<file path="src/rtl/core/skis_pkg.sv">
// Package for the sorted key/index store: entry and cell control types,
// controller states and the IEEE single compare. No dependencies.
`default_nettype none
package skis_pkg;

   localparam int DEF_CAPACITY = 32;
   localparam int MAX_OUT      = 32;

   typedef enum logic [1:0] {
      CMD_INSERT   = 2'd0,
      CMD_DEL_MIN  = 2'd1,
      CMD_DEL_MAX  = 2'd2,
      CMD_READOUT  = 2'd3
   } cmd_type;

   typedef enum logic [1:0] {
      ST_OK    = 2'd0,
      ST_FULL  = 2'd1,
      ST_EMPTY = 2'd2
   } status_type;

   typedef enum logic [1:0] {
      CELL_HOLD   = 2'd0,
      CELL_INSERT = 2'd1,
      CELL_ROTATE = 2'd2
   } cell_mode_type;

   typedef enum logic {
      S_IDLE = 1'b0,
      S_READ = 1'b1
   } state_type;

   typedef struct packed {
      logic [31:0] key;
      logic [31:0] tag;
   } entry_type;

   typedef struct packed {
      cell_mode_type mode;
      entry_type     ins;
   } cell_ctl_type;

   // a < b on IEEE single values; NaN compares false, -0 equals +0
   function automatic logic flt_lt(input logic [31:0] a, input logic [31:0] b);
      logic a_nan, b_nan, zeros;
      a_nan = (a[30:23] == 8'hFF) && (a[22:0] != 23'd0);
      b_nan = (b[30:23] == 8'hFF) && (b[22:0] != 23'd0);
      zeros = (a[30:0] == 31'd0) && (b[30:0] == 31'd0);
      if (a_nan || b_nan || zeros) begin
         return 1'b0;
      end else if (a[31] != b[31]) begin
         return a[31];
      end else if (!a[31]) begin
         return a[30:0] < b[30:0];
      end else begin
         return a[30:0] > b[30:0];
      end
   endfunction

endpackage
`default_nettype wire

</file>
<file path="src/rtl/core/skis_cell.sv">
// One slot of the sorted chain: holds an entry, on insert takes the new
// entry or its left neighbor, on rotate its right one. Depends on skis_pkg.
`default_nettype none
module skis_cell (
   input  wire logic                  clock,
   input  skis_pkg::cell_ctl_type     ctl,
   input  wire logic                  occupied,
   input  wire logic                  at_held,
   input  wire logic                  found_in,
   output logic                       found_out,
   input  skis_pkg::entry_type        left_entry,
   input  skis_pkg::entry_type        right_entry,
   output skis_pkg::entry_type        entry
);
   import skis_pkg::*;

   entry_type entry_ff, entry_in;
   logic      hit;

   // an empty slot at the fill point catches a key that beats no entry
   assign hit       = occupied ? flt_lt(ctl.ins.key, entry_ff.key) : at_held;
   assign found_out = found_in | hit;
   assign entry     = entry_ff;

   always_comb begin
      entry_in = entry_ff;
      case (ctl.mode)
         CELL_INSERT: begin
            if (found_in) begin
               entry_in = left_entry;
            end else if (hit) begin
               entry_in = ctl.ins;
            end
         end
         CELL_ROTATE: entry_in = right_entry;
         default:     entry_in = entry_ff;
      endcase
   end

   always_ff @(posedge clock) begin
      entry_ff <= entry_in;
   end
endmodule
`default_nettype wire

</file>
<file path="config.mk">
export PLATFORM = sky130hd
export DESIGN_NAME = skis_cell
export DESIGN_NICKNAME = d
export VERILOG_FILES = /design/src/rtl/core/skis_pkg.sv /design/src/rtl/core/skis_cell.sv
export SDC_FILE = /design/constraint.sdc
export NUM_CORES = 1
export LEC_CHECK = 0
export ABC_AREA = 1
export ABC_CLOCK_PERIOD_IN_PS = 4100
export BUFFER_PORTS_ARGS = -buffer_cell sky130_fd_sc_hd__buf_2
export CAP_MARGIN = 40
export CORE_MARGIN = 8
export CORE_UTILIZATION = 46
export CTS_BUF_LIST = sky130_fd_sc_hd__clkbuf_4 sky130_fd_sc_hd__clkbuf_8
export DETAILED_ROUTE_END_ITERATION = 8
export MAX_ROUTING_LAYER = met4
export PLACE_DENSITY = 0.84
export SETUP_SLACK_MARGIN = 0.2
export SLEW_MARGIN = 25
export SYNTH_ARGS = -nofsm -noshare
export SYNTH_HDL_FRONTEND = slang
export SYNTH_SLANG_ARGS = --single-unit
</file>
<file path="constraint.sdc">
create_clock -name clock -period 4.1 [get_ports clock]
set_input_delay 0.82 -clock clock [delete_from_list [all_inputs] [get_ports clock]]
set_output_delay 0.82 -clock clock [all_outputs]
set_load 0.02 [all_outputs]
</file>
==> results of run 1 <==
[power by group through the flow]
| stage | logic (mW) | registers, mW | clock network, mW |
|---|---|---|---|
| 5_1_grt | 0.575 | 0.830 | 0.645 |
| 3_3_place_gp | 0.507 | 0.835 | 0 |
| 6_report | 0.514 | 0.823 | 0.606 |
| 2_1_floorplan | 0.224 | 0.907 | 0 |
| 4_1_cts | 0.519 | 0.823 | 0.615 |
| 3_5_place_dp | 0.517 | 0.837 | 0 |
[metal layers]
layer	up-vias	share of wire	track usage
met4	0	0.014	0.07356
met3	17	0.096	0.07668
met2	194	0.51	0.4202
met1	2170	0.38	0.2495
met5	-	0	-
li1	2492	-	-
[cell families (layout without fill, tap and decap cells)]
group,Yosys count,in the layout,synth area share
AO/OA/AOI/OAI,84,84,0.1168
adder cells (fa/ha/maj),31,31,0.08642
buffers and inverters,86,340,0.07360
flip-flops,64,64,0.4282
other,0,1,0
AND/OR/NAND/NOR,335,335,0.2950
[cell usage in the layout, fill, tap and decap left out, types with 3 or more instances in the layout]
| master | n |
|---|---|
| nor2_1 | 107 |
| a31oi_1 | 59 |
| o211ai_1 | 5 |
| edfxtp_1 | 64 |
| o21a_1 | 5 |
| buf_2 | 262 |
| ha_1 | 31 |
| nand4_1 | 4 |
| a21oi_1 | 13 |
| inv_1 | 57 |
| nand2_2 | 3 |
| nand3_1 | 18 |
| clkbuf_8 | 9 |
| nor2_2 | 6 |
| nand2_1 | 193 |
[through the flow]
stage               area [um^2]  power [mW]  setup slack, ns  instances
global placement           5898       1.342           0.9256        970
CTS                        6138       1.958           0.9738        987
global route               6141       2.051           0.8126        988
finish                     6141       1.943           0.9931        988
detailed placement         5918       1.354           0.9040        971
floorplan                  4488       1.132           0.3086        600
[worst max-delay path: stages]
cell and delay (ns):
buf_2 0.13, ha_1 0.31, nand2_1 0.11, inv_1 0.05, a21oi_1 0.13, nand2_1 0.08
nand2_1 0.06, nand2_1 0.05, nand2_1 0.08, nand2_2 0.06, a21oi_1 0.12, nand2_1 0.07
nand2_2 0.06, buf_2 0.18
[worst paths after layout]
path,startpoint,endpoint,slack (ns)
hold / removal,right_entry[60],entry[60],0.77
setup / recovery,ctl[38],found_out,0.99
hold reg to reg,entry[63],entry[56],1.09
setup reg to reg,entry[54],entry[4],1.41
[layout make-up]
type	count	area, um^2	area share
Inverter	58	217.7	0.03545
Tap cell	133	166.4	0.02710
Multi-Input combinational cell	450	2246	0.3657
Timing Repair Buffer	266	1366	0.2225
Sequential cell	64	1922	0.3130
Clock buffer	9	123.9	0.02017
Antenna cell	1	2.502	0.0004075
Clock inverter	7	96.34	0.01569
==> impl_metrics.py, run 1 <==
metrics = {
    "run_status": {
        "outcome": "finished, final reports clean",
    },
    "flow_run": {
        "maxCapViolCount": 0,
    },
    "power_and_ir_drop": {
        "p_switching_mw": 0.6020,
        "p_comb_frac": 0.265,
        "sw_frac_of_total": 0.3098,
        "powerDensity_nw_per_um2": 316.4,
        "p_int_mw": 1.341,
        "power_frac_seq": 0.423,
        "peakVddDrop_mv": 0.1539,
        "leakage_nw": 3.100,
        "pwr-share-clk": 0.312,
    },
    "floorplanning": {
        "num_rows": 36,
        "core_area_um2": 9639,
        "pin_count": 263,
        "die_area_um2": 13170,
        "fp.dieH_um": 114.8,
        "initial_core_util": 0.4656,
        "dieWidth_um": 114.8,
    },
    "worst_setup_path": {
        "endpoint_kind": "output port",
        "critPathLaunchType": "input pin",
        "critPathArrivalTime_ns": 2.29,
        "cp_max_fo": 4,
        "r2r_cells": 13,
        "critPathRequiredTime_ns": 3.28,
        "crit_type": "input pin to output port",
    },
    "logic_synthesis": {
        "synthFlopType": "edfxtp_1",
        "ys_async_sr_fraction": 0,
        "ys_types": 21,
        "ys_warn_count": 0,
        "synth_area_leader_cell": "edfxtp_1",
        "syn_area_um2": 4488,
        "yosys-top-cells-area": "edfxtp_1 (43%), nand2_1 (16%), nor2_1 (8.9%), ha_1 (8.6%), a31oi_1 (8.2%)",
        "synth_edf_count": 64,
        "avgSynthCellArea_um2": 7.480,
        "seq_area_frac_synth": 0.4282,
        "synth_most_common_cell": "nand2_1",
        "yosysTopAreaCellShare": 0.4282,
        "syn_inst": 600,
        "syn_nets": 829,
        "yosys-top-cells-count": "nand2_1 (195), nor2_1 (107), edfxtp_1 (64), a31oi_1 (59), inv_1 (57)",
        "ys_ff_latch": 64,
    },
    "cts": {
        "ctsResizeCount": 0,
        "cts.path.max_buffers": 2,
        "root_buffer": "clkbuf_8",
        "cts_setup_buffers": 0,
        "cts_tree": "built",
        "numCtsBuffers": 9,
        "clkSinkCount": 64,
        "ctsHtreeMaxLevel": 3,
        "cts.clk_slew.worst_paths_ns": 0.08,
        "holdBufCountCts": 0,
        "clkLatencyLatePin_ns": 0.34,
    },
    "place": {
        "place.gp.congestion": 0.9035,
        "place_hpwl_um": 12650,
        "io_buffer_count": 262,
    },
    "global_route": {
        "grt_pass1_vias": 4918,
        "grt_max_degree": 72,
        "grt-ovfl-total": 0,
        "grt_pass1_wl_um": 23560,
        "track_usage": 0.2386,
        "antenna_found_initial": 1,
    },
    "routing": {
        "firstDrtPassIters": 5,
        "drtIter0Drc": 246,
        "routed_wl_um": 15610,
        "drc": 0,
        "routedWlPerCell_um": 15.80,
        "ant_nets": 0,
        "via_per_inst": 4.932,
        "via_count": 4873,
    },
    "finish": {
        "area_growth_pct": 36.83,
        "drive_above_1_share": 0.3443,
        "post-route-util": 0.6371,
        "num-fill-cells": 935,
        "largest_reg_flops": 64,
        "final_nets": 1078,
    },
    "sta": {
        "rsz0062_at_grt": "no",
        "fin_crit_ns": 3.107,
        "timing.fmax_mhz": 321.9,
        "finalHoldViolCount": 0,
        "finalMaxSlewViolations": 0,
        "hold_slack_ns": 0.7710,
        "setup_viol": 0,
        "fin_setup_tns_ns": 0,
        "fin_crit_sh": 0.7578,
        "finClkSkew_ns": 0.01226,
        "worst_pin_slew_ns": 0.6964,
        "slew_headroom": 0.5358,
    },
    "min_path": {
        "hold_class": "input pin to flop",
        "min_delay_path_depth": 2,
    },
}
(Power assumes the default switching activity.)
==> run 2: changes to the inputs <==
--- a/config.mk
+++ b/config.mk
@@ -6,15 +6,15 @@
 export NUM_CORES = 1
 export LEC_CHECK = 0
 export ABC_AREA = 1
-export ABC_CLOCK_PERIOD_IN_PS = 4100
+export ABC_CLOCK_PERIOD_IN_PS = 2590
 export BUFFER_PORTS_ARGS = -buffer_cell sky130_fd_sc_hd__buf_2
 export CAP_MARGIN = 40
 export CORE_MARGIN = 8
-export CORE_UTILIZATION = 46
+export CORE_UTILIZATION = 41
 export CTS_BUF_LIST = sky130_fd_sc_hd__clkbuf_4 sky130_fd_sc_hd__clkbuf_8
 export DETAILED_ROUTE_END_ITERATION = 8
 export MAX_ROUTING_LAYER = met4
-export PLACE_DENSITY = 0.84
+export PLACE_DENSITY = 0.79
 export SETUP_SLACK_MARGIN = 0.2
 export SLEW_MARGIN = 25
 export SYNTH_ARGS = -nofsm -noshare
==> constraint.sdc (replaced) <==
create_clock -name clock -period 2.59 [get_ports clock]
set_input_delay 0.518 -clock clock [delete_from_list [all_inputs] [get_ports clock]]
set_output_delay 0.518 -clock clock [all_outputs]
set_load 0.02 [all_outputs]
==> impl_metrics.py, run 2 (synthesized netlist as in run 1, its figures left out) <==
metrics = {
    "routing": {
        "firstDrtPassIters": 5,
        "routed_wl_um": 16630,
        "via_per_inst": 4.987,
        "ant_nets": 0,
        "via_count": 5102,
        "drtIter0Drc": 328,
        "routedWlPerCell_um": 16.25,
        "drc": 0,
    },
    "finish": {
        "area_growth_pct": 52.30,
        "final_nets": 1109,
        "num-fill-cells": 958,
        "final_cell_mix": "buf_2 (261), nand2_1 (183), nor2_1 (107)",
        "drive_above_1_share": 0.4156,
        "final_common_cell": "buf_2",
        "post-route-util": 0.6361,
        "final_area_um2": 6835,
        "largest_reg_flops": 64,
        "diodes": 0,
    },
    "place": {
        "place_hpwl_um": 12480,
        "place.gp.congestion": 0.8557,
        "dpl-instance-area_um2": 6041,
        "preCtsSetupSlack_ns": 0.01745,
        "io_buffer_count": 262,
    },
    "worst_setup_path": {
        "path_common_cell": "nand2_1",
        "cp_cell_sequence": "inv_1 > ha_4 > nand2_1 > inv_2 > nand2_1 > nand2_1 > nand2_1 > nand2_1 > a21oi_2 > nand2_2 > a21oi_2 > nand2_1 > nand2_2 > buf_6",
        "crit_type": "flop to output port",
        "crit_family": "simple AND/OR/NAND/NOR gates",
        "r2r_cells": 17,
        "critPathArrivalTime_ns": 2.06,
        "critPathRequiredTime_ns": 2.07,
        "slowest_delay_ns": 0.42,
        "critPathLaunchType": "flop",
        "endpoint_kind": "output port",
        "cp_max_fo": 3,
        "slowest_stage": "edfxtp_1",
        "crit_buf_inv": 3,
        "worst-path-stages": 14,
    },
    "cts": {
        "cts_tree": "built",
        "clkSinkCount": 64,
        "numCtsBuffers": 9,
        "root_buffer": "clkbuf_8",
        "ctsHtreeMaxLevel": 3,
        "clkLatencyLatePin_ns": 0.35,
        "cts.path.max_buffers": 2,
        "cts.clk_slew.worst_paths_ns": 0.07,
    },
    "power_and_ir_drop": {
        "powerDensity_nw_per_um2": 486.2,
        "leakage_nw": 3.332,
        "peakVddDrop_mv": 0.3870,
    },
    "run_status": {
        "outcome": "finished, final reports clean",
    },
    "global_route": {
        "grt_pass1_wl_um": 24350,
        "antenna_found_initial": 0,
        "grt_max_degree": 70,
        "track_usage": 0.2180,
        "grt-ovfl-total": 0,
        "grt_pass1_vias": 5001,
    },
    "sta": {
        "rsz0062_at_grt": "yes",
        "worst_pin_slew_ns": 0.5626,
        "setup_viol": 0,
        "finClkSkew_ns": 0.008436,
        "slew_headroom": 0.6246,
        "fin_crit_sh": 0.9963,
        "fin_ws_ns": 0.009555,
        "finalHoldViolCount": 0,
        "fin_crit_ns": 2.580,
        "fin_setup_tns_ns": 0,
        "timing.fmax_mhz": 387.5,
        "finalMaxSlewViolations": 0,
    },
    "floorplanning": {
        "core_area_um2": 10750,
        "num_rows": 38,
        "die_area_um2": 14550,
        "fp.dieH_um": 120.6,
        "dieWidth_um": 120.6,
        "pin_count": 263,
        "initial_core_util": 0.4177,
    },
    "min_path": {
        "hold_class": "input pin to flop",
        "min_delay_path_depth": 2,
    },
    "flow_run": {
        "maxCapViolCount": 0,
    },
}
-- run 2: worst register-to-register path, cell delays in order (launching register included) --
cell and delay [ns]:
edfxtp_1 0.42, inv_1 0.12, ha_4 0.20, nand2_1 0.07
inv_2 0.04, nand2_1 0.06, nand2_1 0.05, nand2_1 0.07
nand2_1 0.06, a21oi_2 0.16, nand2_2 0.08, a21oi_2 0.11
nand2_1 0.07, nand2_2 0.08, buf_4 0.13, nand2_8 0.07
nand2_8 0.16, clkbuf_16 0.20
-- run 2: area by class of cell --
cell class                 instances  area, um^2  area share
timing repair buffer             296        1734      0.2537
clock buffer                       9       123.9     0.01812
clock inverter                     5       97.59     0.01428
tap                              140       175.2     0.02563
sequential                        64        1922      0.2812
multi-input combinational        451        2565      0.3753
inverter                          58       217.7     0.03185
-- run 2: power breakdown --
| group | internal [mW] | switching (mW) | leakage, nW | total [mW] |
|---|---|---|---|---|
| Clock | 0.622 | 0.385 | 0.110 | 1.01 |
| Sequential | 1.26 | 0.0448 | 0.614 | 1.31 |
| Combinational | 0.441 | 0.569 | 2.61 | 1.01 |
| Total | 2.32 | 0.998 | 3.33 | 3.32 |
-- run 2: layer usage --
| layer | global-route usage | wire length (um) |
|---|---|---|
| met4 | 0.04840 | 265 |
| met1 | 0.2264 | 6280 |
| met2 | 0.3918 | 8673 |
| met3 | 0.07226 | 1408 |
| met5 | - | 0 |
-- run 2: final timing paths --
kind | end | from | slack (ns)
worst min register to register | entry[61] | entry[63] | 1.15
worst max-delay path | found_out | entry[50] | 0.01
worst min-delay path | entry[61] | right_entry[61] | 0.46
worst max register to register | entry[51] | entry[50] | 0.15
-- run 2: stage by stage --
step | instances | hold slack [ns] | power (mW)
floorplan | 600 | 0.7181 | 1.792
global placement | 986 | 0.8065 | 2.153
detailed placement | 986 | 0.8068 | 2.170
CTS | 1007 | 0.4411 | 3.215
global route | 1023 | 0.4459 | 3.490
finish | 1023 | 0.4577 | 3.323
-- run 2: timing repair --
item                                    in CTS  in global routing
pin swaps                                   11                 17
endpoints found under the setup margin       1                 65
endpoints found under the hold margin        0                  0
hold buffers                                 0                  0
gates cloned                                 0                  7
resized for setup                           17                 40
setup buffers                                7                  9
